[config.mk]
export PLATFORM = sky130hd
export DESIGN_NAME = ncpc_cell
export DESIGN_NICKNAME = d
export VERILOG_FILES = /design/src/hw/rtl/nearest_center_pixel_classifier_assert.svh /design/src/hw/rtl/ncpc_pkg.sv /design/src/hw/rtl/ncpc_cell.sv
export SDC_FILE = /design/constraint.sdc
export NUM_CORES = 2
export LEC_CHECK = 0
export BUFFER_PORTS_ARGS = -buffer_cell sky130_fd_sc_hd__buf_2
export CAP_MARGIN = 20
export CORE_ASPECT_RATIO = 1.4
export CORE_MARGIN = 4
export CORE_UTILIZATION = 45
export CTS_CLUSTER_DIAMETER = 200
export DETAILED_ROUTE_END_ITERATION = 12
export GPL_ROUTABILITY_DRIVEN = 0
export PLACE_DENSITY = 0.68
export RECOVER_POWER = 25
export SYNTH_ARGS = -nofsm -noshare
export SYNTH_HDL_FRONTEND = slang
export SYNTH_SLANG_ARGS = --single-unit
[constraint.sdc]
create_clock -name clk -period 9.01 [get_ports clk]
set_input_delay 0.901 -clock clk [delete_from_list [all_inputs] [get_ports clk]]
set_output_delay 0.901 -clock clk [all_outputs]
set_load 0.02 [all_outputs]
[src/hw/rtl/nearest_center_pixel_classifier_assert.svh]
// assertion macros for the nearest center pixel classifier
// expects clk and rst_n in the scope that uses them
`ifndef NEAREST_CENTER_PIXEL_CLASSIFIER_ASSERT_SVH
`define NEAREST_CENTER_PIXEL_CLASSIFIER_ASSERT_SVH

// clocked assertion, held off during reset
`define NCPC_ASSERT(lbl, prop, msg) \
    lbl: assert property (@(posedge clk) disable iff (!rst_n) prop) else $error(msg);

// clocked assertion that is also checked during reset
`define NCPC_ASSERT_ALWAYS(lbl, prop, msg) \
    lbl: assert property (@(posedge clk) prop) else $error(msg);

`endif

[src/hw/rtl/ncpc_pkg.sv]
// shared types and constants for the nearest center pixel classifier
// no dependencies
package ncpc_pkg;

    localparam int MAX_CENTERS  = 16;
    localparam int IDX_W        = $clog2(MAX_CENTERS);
    localparam int CNT_W        = IDX_W + 1;
    localparam int FEATURE_DIMS = 5;
    localparam int DIM_W        = 3;
    localparam int FEAT_W       = 34;
    localparam int DIST_W       = 64;
    localparam int DIV_NUM_W    = 34;
    localparam int DIV_DEN_W    = 17;
    localparam int DIST_WAIT    = FEATURE_DIMS + 1;

    // feature components
    localparam logic [DIM_W-1:0] DIM_BLUE  = 3'd0;
    localparam logic [DIM_W-1:0] DIM_GREEN = 3'd1;
    localparam logic [DIM_W-1:0] DIM_RED   = 3'd2;
    localparam logic [DIM_W-1:0] DIM_X     = 3'd3;
    localparam logic [DIM_W-1:0] DIM_Y     = 3'd4;

    // configuration register indexes
    localparam logic [2:0] REG_COLOR_SCALE   = 3'd0;
    localparam logic [2:0] REG_SPATIAL_SCALE = 3'd1;
    localparam logic [2:0] REG_FRAME_WIDTH   = 3'd2;
    localparam logic [2:0] REG_FRAME_HEIGHT  = 3'd3;
    localparam logic [2:0] REG_CENTER_COUNT  = 3'd4;

    localparam logic REQ_PIXEL = 1'b0;
    localparam logic REQ_LOAD  = 1'b1;

    typedef enum logic [2:0] {
        S_IDLE,
        S_DIV,
        S_DIST,
        S_CHAIN,
        S_OUT_DIV,
        S_OUT
    } state_t;

    // feature component broadcast to all cells
    typedef struct packed {
        logic                     valid;
        logic                     clr;
        logic [DIM_W-1:0]         dim;
        logic signed [FEAT_W-1:0] feat;
    } feed_t;

    // running best candidate handed along the chain
    typedef struct packed {
        logic               valid;
        logic [DIST_W-1:0]  score;
        logic [IDX_W-1:0]   idx;
        logic signed [31:0] blue;
        logic signed [31:0] green;
        logic signed [31:0] red;
    } chain_t;

endpackage

[src/hw/rtl/ncpc_cell.sv]
// one center cell: holds a center, accumulates its distance, compares on the chain
// depends on ncpc_pkg
module ncpc_cell (
    input  logic                        clk,
    input  logic                        rst_n,
    input  logic [ncpc_pkg::IDX_W-1:0]  cell_id,
    input  logic [ncpc_pkg::CNT_W-1:0]  n_eff,
    input  logic                        wr_en,
    input  logic [ncpc_pkg::DIM_W-1:0]  wr_comp,
    input  logic signed [31:0]          wr_value,
    input  ncpc_pkg::feed_t             feed,
    input  logic                        chain_en,
    input  ncpc_pkg::chain_t            chain_in,
    output ncpc_pkg::chain_t            chain_out
);
    import ncpc_pkg::*;

    logic signed [31:0]       center_reg [FEATURE_DIMS];
    logic [31:0]              mag_reg;
    logic [DIST_W-1:0]        sq_reg;
    logic [DIST_W-1:0]        acc_reg;
    logic                     v1_reg, v2_reg;
    chain_t                   chain_reg;
    logic signed [FEAT_W-1:0] diff;
    logic [FEAT_W-1:0]        mag;
    logic [DIST_W:0]          acc_sum;
    logic                     take_own;
    chain_t                   own;

    // center components
    always_ff @(posedge clk)
    begin
        if (wr_en)
        begin
            center_reg[wr_comp] <= wr_value;
        end
    end

    // absolute difference of one component
    always_comb
    begin
        diff = feed.feat - FEAT_W'(center_reg[feed.dim]);
        mag  = diff[FEAT_W-1] ? FEAT_W'(-diff) : FEAT_W'(diff);
    end

    // pipeline valids
    always_ff @(posedge clk or negedge rst_n)
    begin
        if (!rst_n)
        begin
            v1_reg <= 1'b0;
            v2_reg <= 1'b0;
        end
        else
        begin
            v1_reg <= feed.valid;
            v2_reg <= v1_reg;
        end
    end

    // square then saturating accumulate
    assign acc_sum = {1'b0, acc_reg} + {1'b0, sq_reg};

    always_ff @(posedge clk)
    begin
        mag_reg <= mag[31:0];
        sq_reg  <= mag_reg * mag_reg;
        if (feed.clr)
        begin
            acc_reg <= '0;
        end
        else if (v2_reg)
        begin
            acc_reg <= acc_sum[DIST_W] ? '1 : acc_sum[DIST_W-1:0];
        end
    end

    // compare against the candidate from the left neighbor
    always_comb
    begin
        own.valid = 1'b1;
        own.score = acc_reg;
        own.idx   = cell_id;
        own.blue  = center_reg[DIM_BLUE];
        own.green = center_reg[DIM_GREEN];
        own.red   = center_reg[DIM_RED];
        take_own  = ({1'b0, cell_id} < n_eff) &&
                    (!chain_in.valid || (acc_reg < chain_in.score));
    end

    always_ff @(posedge clk or negedge rst_n)
    begin
        if (!rst_n)
        begin
            chain_reg <= '0;
        end
        else if (chain_en)
        begin
            chain_reg <= take_own ? own : chain_in;
        end
    end

    assign chain_out = chain_reg;

endmodule

==> impl_metrics.toml <==
[status]
status = "finished with violations"
violations = "max-capacitance violations, max-slew violations"

[sta]
finalHoldViolCount = 0
layout_min_cycle_time_ns = 8.52
post-route-period-util = 0.946
fin_tns_setup_ns = 0
worst_pin_slew_ns = 1.98
max_freq_mhz = 117
rsz0062_at_grt = "false"
drv_slew = 35
whs_ns = 0.340
setup_violations = 0
slew_headroom = -0.319
finalClockSkew_ns = 0.0334

[cts]
cts.path.max_buffers = 3
cts_setup_buffers = 0
cts_root_buf = "clkbuf_16"
insertion_delay_ns = 0.67
cts_sinks = 582
path_clk_slew_ns = 0.06
cts_tree = "yes"
htreeDepth = 3
cts_buffers = 66

[logic_synthesis]
synth.net_count = 7509
synth_area_leaders = "fa_1 (26%), edfxtp_1 (13%), ha_1 (9.6%)"
synthCells = 6003
synth_edf_count = 256
synth_top_cell_by_area = "fa_1"
synth_top_area_frac = 0.265
yosysWarnings = 0
synth_area_per_cell_um2 = 10.0
syn_area_um2 = 60000
ys_top_cells_by_count = "inv_1 (1,083), fa_1 (793), ha_1 (461)"
ys_async_sr_fraction = 0.287
ys_ff_latch = 582
post-synth-top-count-cell = "inv_1"
ys_seq_area_frac = 0.251
synth_cell_types = 93
synthFlopType = "edfxtp_1"

[setup_path]
worstSetupStartpoint = "mag_reg[28]"
r2r-start = "mag_reg[28]"
critPathRequiredTime_ns = 9.55
crit_path_max_fanout = 20
worstSetupPathType = "flop to flop"
cp.arrival_ns = 9.06
endpoint_kind = "flop"
cp-start-kind = "flop"

[global_route]
grt_pass1_wl_um = 268000
grt_pass1_vias = 47871
antenna_found_initial = 16
grt_usage = 0.250
grt_max_degree = 207
overflow = 0

[routing]
drt_iter0_drc = 2976
via_count = 44684
routedWlPerCell_um = 21.3
remaining_drc_errors = 0
drtPass1Iterations = 5
via_per_inst = 5.53
ant_nets = 0
drt_wl_total_um = 172000

[hold_path]
hold_path_startpoint = "feed[38]"
hold_class = "primary input to flop"

[floorplanning]
core_area_um2 = 132000
start_util = 0.453
dieHeight_um = 440
rows = 158
die_x_um = 317
ios = 417
dieArea_um2 = 139000

[cells_and_area]
stdcell_area_um2 = 66200
final_core_util = 0.500
area_growth_pct = 10.3
largest_reg_flops = 256
layout.nets = 7756
final_layout_size_suffix_gt1_frac = 0.139

[placed_design]
place_hpwl_um = 139000
postPlaceCellArea_um2 = 63800
io_buffers = 416

[flow_run]
maxCapViolations = 1
==> metal layers <==
layer  GRT usage  vias up  wire length, um
met3      0.0338      505             9070
met1       0.271    22362            59500
li1            -    20235                -
met5           0        -               38
met4       0.168        6            14000
met2       0.451     1576            89400
==> critical path, stage by stage, from the launching register on <==
cell and delay [ns]:
dfxtp_1 1.08, inv_1 0.45, nor2_1 0.31, inv_1 0.10, fa_1 0.52, inv_1 0.06
fa_1 0.55, fa_1 0.47, fa_1 0.52, fa_1 0.43, fa_1 0.51, fa_1 0.41
ha_1 0.28, ha_1 0.44, and3_1 0.27, nand4_1 0.14, or3_1 0.33, or3_1 0.36
a211oi_1 0.25, nor3_1 0.07, buf_4 0.15, a21oi_1 0.21, a211oi_1 0.14, o21ai_0 0.22
xnor2_1 0.11
==> layout make-up <==
| cell class | instances | area [um^2] |
|---|---|---|
| inverter | 1084 | 4070 |
| fill | 12078 | 66300 |
| clock buffer | 85 | 1870 |
| clock inverter | 37 | 495 |
| multi-input combinational | 4013 | 39700 |
| sequential | 582 | 15100 |
| timing repair buffer | 503 | 2790 |
| tap | 1760 | 2200 |
| antenna | 11 | 27.5 |
==> final timing paths <==
path / end / slack [ns] / cells past startpoint
setup / recovery: sq_reg[63] / 0.49 / 24
hold / removal: v1_reg / 0.34 / 1
setup reg to reg: sq_reg[63] / 0.49 / 24
hold reg to reg: v2_reg / 0.35 / 0
max in group asynchronous: chain_out[112] / 6.35 / 2
min in group asynchronous: chain_out[97] / 0.79 / 1
==> what timing repair did <==
action / 4_1_cts / 5_1_grt
gates resized for setup: 0 / 1
endpoints found under the setup margin: 0 / 2
hold buffers: 0 / 0
==> per-stage QoR <==
stage / instances / worst slack, ns
after floorplan: 6003 / 1.44
after global placement: 7942 / 0.452
after detailed placement: 7942 / 0.416
after CTS: 8064 / 0.374
after global routing: 8067 / 0.0397
final: 8075 / 0.489
==> placed cells by master, fill, tap and decap left out, types with 9 or more instances in the layout <==
cell / instances
dfxtp_1: 158
a31oi_1: 198
a31o_2: 13
nand4_1: 63
o211ai_1: 14
o31ai_1: 10
buf_2: 381
and3_1: 16
a21bo_2: 164
or2_2: 9
a211oi_2: 10
o21ai_0: 113
edfxtp_1: 256
clkbuf_8: 10
buf_4: 81
nand3_1: 198
ha_1: 461
a21oi_1: 205
fa_1: 793
dfrtp_1: 166
o21a_1: 13
inv_1: 1083
nor3_1: 28
clkbuf_16: 68
or3_1: 10
a211oi_1: 76
clkbuf_1: 40
nor2_1: 356
nand2b_1: 18
nand2_1: 356
mux4_2: 64
mux2i_1: 34
and2_1: 235
xnor2_1: 124
xor2_1: 90
diode_2: 11
nor2b_1: 17
o21bai_1: 39
a21o_1: 156
==> logic make-up (layout without fill, tap and decap cells) <==
family / count (synthesis) / after routing / synth area share
other: 0 / 11 / 0
AOI/OAI and AO/OA: 1092 / 1092 / 0.130
DFF: 582 / 582 / 0.251
muxes: 101 / 101 / 0.0302
xor gates and xnor gates: 215 / 215 / 0.0315
adders and majority gates: 1254 / 1254 / 0.361
and+or+nand+nor: 1351 / 1351 / 0.107
buffers and inverters: 1408 / 1709 / 0.0894
Power is left out: the tool's default activity adds up to more than one toggle a clock period on the data nets, which glitch-free logic cannot reach.
