### src/hw/rtl/nearest_center_pixel_classifier_assert.svh
// assertion macros for the nearest center pixel classifier
// expects clk and rst_n in the scope that uses them
`ifndef NEAREST_CENTER_PIXEL_CLASSIFIER_ASSERT_SVH
`define NEAREST_CENTER_PIXEL_CLASSIFIER_ASSERT_SVH

// clocked assertion, held off during reset
`define NCPC_ASSERT(lbl, prop, msg) \
    lbl: assert property (@(posedge clk) disable iff (!rst_n) prop) else $error(msg);

// clocked assertion that is also checked during reset
`define NCPC_ASSERT_ALWAYS(lbl, prop, msg) \
    lbl: assert property (@(posedge clk) prop) else $error(msg);

`endif

### src/hw/rtl/ncpc_pkg.sv
// shared types and constants for the nearest center pixel classifier
// no dependencies
package ncpc_pkg;

    localparam int MAX_CENTERS  = 16;
    localparam int IDX_W        = $clog2(MAX_CENTERS);
    localparam int CNT_W        = IDX_W + 1;
    localparam int FEATURE_DIMS = 5;
    localparam int DIM_W        = 3;
    localparam int FEAT_W       = 34;
    localparam int DIST_W       = 64;
    localparam int DIV_NUM_W    = 34;
    localparam int DIV_DEN_W    = 17;
    localparam int DIST_WAIT    = FEATURE_DIMS + 1;

    // feature components
    localparam logic [DIM_W-1:0] DIM_BLUE  = 3'd0;
    localparam logic [DIM_W-1:0] DIM_GREEN = 3'd1;
    localparam logic [DIM_W-1:0] DIM_RED   = 3'd2;
    localparam logic [DIM_W-1:0] DIM_X     = 3'd3;
    localparam logic [DIM_W-1:0] DIM_Y     = 3'd4;

    // configuration register indexes
    localparam logic [2:0] REG_COLOR_SCALE   = 3'd0;
    localparam logic [2:0] REG_SPATIAL_SCALE = 3'd1;
    localparam logic [2:0] REG_FRAME_WIDTH   = 3'd2;
    localparam logic [2:0] REG_FRAME_HEIGHT  = 3'd3;
    localparam logic [2:0] REG_CENTER_COUNT  = 3'd4;

    localparam logic REQ_PIXEL = 1'b0;
    localparam logic REQ_LOAD  = 1'b1;

    typedef enum logic [2:0] {
        S_IDLE,
        S_DIV,
        S_DIST,
        S_CHAIN,
        S_OUT_DIV,
        S_OUT
    } state_t;

    // feature component broadcast to all cells
    typedef struct packed {
        logic                     valid;
        logic                     clr;
        logic [DIM_W-1:0]         dim;
        logic signed [FEAT_W-1:0] feat;
    } feed_t;

    // running best candidate handed along the chain
    typedef struct packed {
        logic               valid;
        logic [DIST_W-1:0]  score;
        logic [IDX_W-1:0]   idx;
        logic signed [31:0] blue;
        logic signed [31:0] green;
        logic signed [31:0] red;
    } chain_t;

endpackage

### src/hw/rtl/ncpc_div.sv
// restoring divider, one quotient bit per cycle
// depends on ncpc_pkg
module ncpc_div (
    input  logic                          clk,
    input  logic                          rst_n,
    input  logic                          start,
    input  logic [ncpc_pkg::DIV_NUM_W-1:0] num,
    input  logic [ncpc_pkg::DIV_DEN_W-1:0] den,
    output logic                          done,
    output logic [ncpc_pkg::DIV_NUM_W-1:0] quo
);
    import ncpc_pkg::*;

    localparam int STEP_W = $clog2(DIV_NUM_W + 1);

    logic [DIV_NUM_W-1:0] quo_reg, quo_next;
    logic [DIV_DEN_W-1:0] rem_reg, rem_next;
    logic [DIV_DEN_W-1:0] den_reg;
    logic [STEP_W-1:0]    step_reg;
    logic                 busy_reg;
    logic                 done_reg;
    logic [DIV_DEN_W:0]   trial;
    logic [DIV_DEN_W:0]   diff;

    // one shift and subtract step
    always_comb
    begin
        trial = {rem_reg, quo_reg[DIV_NUM_W-1]};
        diff  = trial - {1'b0, den_reg};
        if (trial >= {1'b0, den_reg})
        begin
            rem_next = diff[DIV_DEN_W-1:0];
            quo_next = {quo_reg[DIV_NUM_W-2:0], 1'b1};
        end
        else
        begin
            rem_next = trial[DIV_DEN_W-1:0];
            quo_next = {quo_reg[DIV_NUM_W-2:0], 1'b0};
        end
    end

    // control
    always_ff @(posedge clk or negedge rst_n)
    begin
        if (!rst_n)
        begin
            busy_reg <= 1'b0;
            done_reg <= 1'b0;
            step_reg <= '0;
        end
        else
        begin
            done_reg <= 1'b0;
            if (start)
            begin
                busy_reg <= 1'b1;
                step_reg <= '0;
            end
            else if (busy_reg)
            begin
                step_reg <= step_reg + 1'b1;
                if (step_reg == STEP_W'(DIV_NUM_W - 1))
                begin
                    busy_reg <= 1'b0;
                    done_reg <= 1'b1;
                end
            end
        end
    end

    // datapath
    always_ff @(posedge clk)
    begin
        if (start)
        begin
            quo_reg <= num;
            rem_reg <= '0;
            den_reg <= den;
        end
        else if (busy_reg)
        begin
            quo_reg <= quo_next;
            rem_reg <= rem_next;
        end
    end

    assign done = done_reg;
    assign quo  = quo_reg;

endmodule

### config.mk
export PLATFORM = sky130hd
export DESIGN_NAME = ncpc_div
export DESIGN_NICKNAME = d
export VERILOG_FILES = /design/src/hw/rtl/nearest_center_pixel_classifier_assert.svh /design/src/hw/rtl/ncpc_pkg.sv /design/src/hw/rtl/ncpc_div.sv
export SDC_FILE = /design/constraint.sdc
export NUM_CORES = 1
export LEC_CHECK = 0
export BUFFER_PORTS_ARGS = -buffer_cell sky130_fd_sc_hd__buf_2
export CAP_MARGIN = 20
export CORE_UTILIZATION = 49
export CTS_CLUSTER_DIAMETER = 40
export DETAILED_ROUTE_END_ITERATION = 10
export GPL_TIMING_DRIVEN = 0
export PLACE_DENSITY_LB_ADDON = 0.08
export SLEW_MARGIN = 15
export SYNTH_ARGS = -nofsm -noshare
export SYNTH_HDL_FRONTEND = slang
export SYNTH_SLANG_ARGS = --single-unit
### constraint.sdc
create_clock -name clk -period 2.2 [get_ports clk]
set_input_delay 0.33 -clock clk [delete_from_list [all_inputs] [get_ports clk]]
set_output_delay 0.33 -clock clk [all_outputs]
set_load 0.03 [all_outputs]
==> results by group <==
Cells and area
  • Fin cells: 594
  • Finished Core Util: 0.704
  • Number of flip-flops in the largest register: 34
  • P&R area growth vs syn: 36.4%
  • N_diodes: 0
  • Share of layout cells above drive strength 1: 0.496
  • Layout net count: 561

STA
  • Slew headroom: 0.586
  • Worst-Margin Slew: 0.621 ns
  • Fmax: 403 MHz
  • Clock Skew: 0.00951 ns
  • RSZ-0062 raised after global routing: yes
  • Final worst slack: -0.281 ns
  • # setup viols final: 18
  • Fin. max-slew vios: 0
  • Tmin final: 2.48 ns
  • Final Hold Viols: 0
  • Crit share post-route: 1.13

Hold path
  • Worst Hold Launch: den[13]
  • Worst hold stages: 1
  • Class of the worst hold path: input pin to flip-flop
  • End of the worst hold path: den_reg[13]

Setup path
  • WP data arrival: 2.77 ns
  • Reg-to-Reg Start: den_reg[6]
  • CP endpoint kind: flip-flop
  • Delay-heaviest family, CP: simple AND/OR/NAND/NOR gates
  • R2r setup slk: -0.28 ns
  • CP Depth: 10
  • CP Cell Sequence: inv_1 -> ha_4 -> nand3_4 -> or4_4 -> o21ai_4 -> a211oi_4 -> buf_6 -> buf_4 -> or4b_1 -> nand3_1
  • WP buf/inv: 3
  • Max FO, Critical Path: 6
  • Slowest cell on crit path: or4_4
  • Worst setup SP type: flip-flop
  • Crit Path Category: flip-flop to flip-flop
  • Reg-to-Reg End: rem_reg[11]
  • Critical Path RT: 2.49 ns
  • Worst path max stage delay: 0.53 ns
  • Reg2reg path depth: 10

Routing
  • WL/cell: 17.3 µm
  • Drt first pass iters: 4
  • Final wirelength: 10.3 mm
  • Via count: 3408
  • Initial detailed-routing violation count: 202
  • DRT antenna net count: 0
  • Vias per cell: 5.74
  • DR DRC count: 0

Clocking
  • Clk Latency, worst-skew pair: 0.35 ns
  • H-tree levels: 3
  • CTS Root Cell: clkbuf_8
  • CTS tree: done
  • # clock sinks: 76
  • Max Root-Sink Buffers: 2
  • CTS clk-pin slew, worst paths: 0.09 ns
  • Cts bufs inserted: 9

Die
  • Die area: 8680 µm²
  • # rows: 32
  • DIE WIDTH: 93.2 µm
  • Core ar.: 7890 µm²
  • Initial core utilization: 0.516
  • # IOs: 89
  • Die height: 93.2 µm

Power
  • Pwr/cell area: 633 nW/µm²
  • Worst vdd ir: 0.453 mV
  • P_leak: 2.29 nW
  • Tot Pwr: 3.52 mW

Logic synthesis
  • Synth top cells by count: edfxtp_1, mux2_2, nand2_1, inv_1, nor2_1
  • Post-synth top flop: edfxtp_1
  • Synthesized flop and latch total: 76
  • Synth cell types: 61
  • Cell with the most instances after synthesis: edfxtp_1
  • Mapped Nets: 433
  • Syn Inst Count: 359
  • Avg Synthesized Cell Area: 11.3 µm²
  • Cell Area, Synth: 4070 µm²
  • Sequential share of the synthesized area: 0.509
  • Number of synthesized flops with an enable pin: 51
  • Cell taking the most area after synthesis: edfxtp_1
  • Synth area leaders: edfxtp_1, mux2_2, dfxtp_1, ha_1, dfrtp_1
  • Top cell type's share of synthesized area: 0.376
  • Warnings, synthesis: 0
  • Asr flop ratio synth: 0.105

Placement
  • Routability congestion estimate: 0.823
  • # port buffers: 88
  • DPL Wire Length: 6.46 mm
  • Inst Count DP: 549

Global routing
  • Number of global-route vias before repair: 3410
  • Initial antenna violation count: 0
  • First-pass GRT wire length: 16.2 mm
  • Largest net degree at the start of global routing: 35
  • Total gr overflow: 0
  • Tot GR Track Use: 0.246

Status
  • Status: finished with violations
  • Failing checks: negative setup slack

Run
  • MaxCap Viol Count: 0
layout by cell type (no fill, tap or decap), types with 6 or more instances in the layout:
master / count
xnor2_1: 7
a21oi_1: 15
nand2_1: 20
mux2_2: 34
nor2_1: 21
nand2b_1: 6
dfxtp_1: 17
ha_4: 9
inv_1: 17
buf_4: 21
dfrtp_1: 8
edfxtp_1: 51
xor2_1: 8
buf_2: 89
clkbuf_8: 9
clkbuf_1: 7
buf_6: 8
o21ai_0: 10
worst max-delay path by stage:
| stage | from | end | slack (ns) |
|---|---|---|---|
| after floorplan | quo[33] | quo[0] | -0.30 |
| after global placement | start | quo[2] | -0.93 |
| after detailed placement | start | quo[26] | -0.64 |
| after CTS | quo[33] | quo[0] | -0.28 |
| after global routing | den_reg[6] | rem_reg[11] | -0.38 |
| final | den_reg[6] | rem_reg[11] | -0.28 |
worst reg2reg max path: stages, from the launching register on:
cell	delay (ns)
edfxtp_1	0.36
inv_1	0.08
ha_4	0.32
nand3_4	0.10
or4_4	0.53
o21ai_4	0.19
a211oi_4	0.06
buf_6	0.13
buf_4	0.13
or4b_1	0.46
nand3_1	0.08
per-stage QoR:
step | instance area, µm² | TNS [ns] | hold WS (ns) | setup slack [ns]
floorplan | 4090 | -2.23 | 0.0344 | -0.297
global placement | 4660 | -43.67 | 0.179 | -0.933
detailed placement | 4660 | -32.89 | 0.179 | -0.642
CTS | 5330 | -3.93 | 0.129 | -0.279
global route | 5550 | -4.79 | 0.126 | -0.375
finish | 5550 | -3.14 | 0.146 | -0.281
layer usage:
metal,global-route usage,part of all wire,vias to the layer above
li1,-,-,1589
met1,0.300,0.41,1636
met2,0.400,0.47,149
met3,0.0659,0.087,34
met4,0.122,0.031,0
met5,0,0,-
layout make-up:
cell class | count | area (µm²)
fillers | 558 | 2330
inverters | 23 | 88.8
multi-input cells | 243 | 2250
repair buffers | 117 | 702
clock buffers | 10 | 128
well taps | 102 | 128
plain buffers | 17 | 118
flip-flops and latches | 76 | 2070
clock inverters | 6 | 70.1
power by group:
group / total, mW / switching [mW] / internal (mW)
combinational: 0.730 / 0.421 / 0.309
sequential: 1.70 / 0.0565 / 1.64
clock: 1.09 / 0.558 / 0.532
total: 3.52 / 1.04 / 2.48
cell families after synthesis:
family / after synthesis / synth area share
AND/OR/NAND/NOR: 97 / 0.125
adder cells (fa/ha/maj): 20 / 0.0633
XOR/XNOR: 15 / 0.0323
flip-flops: 76 / 0.509
buffers and inverters: 41 / 0.0412
multiplexers: 34 / 0.0940
AO/OA/AOI/OAI: 76 / 0.135
timing repair:
item,4_1_cts,5_1_grt
gates cloned,2,1
hold endpoints to repair,8,0
hold buffers,1,0
endpoints found under the setup margin,59,59
pin swaps,23,21
buffers inserted,20,6
gates resized for setup,56,42
Power figures use the tool's default switching activity.
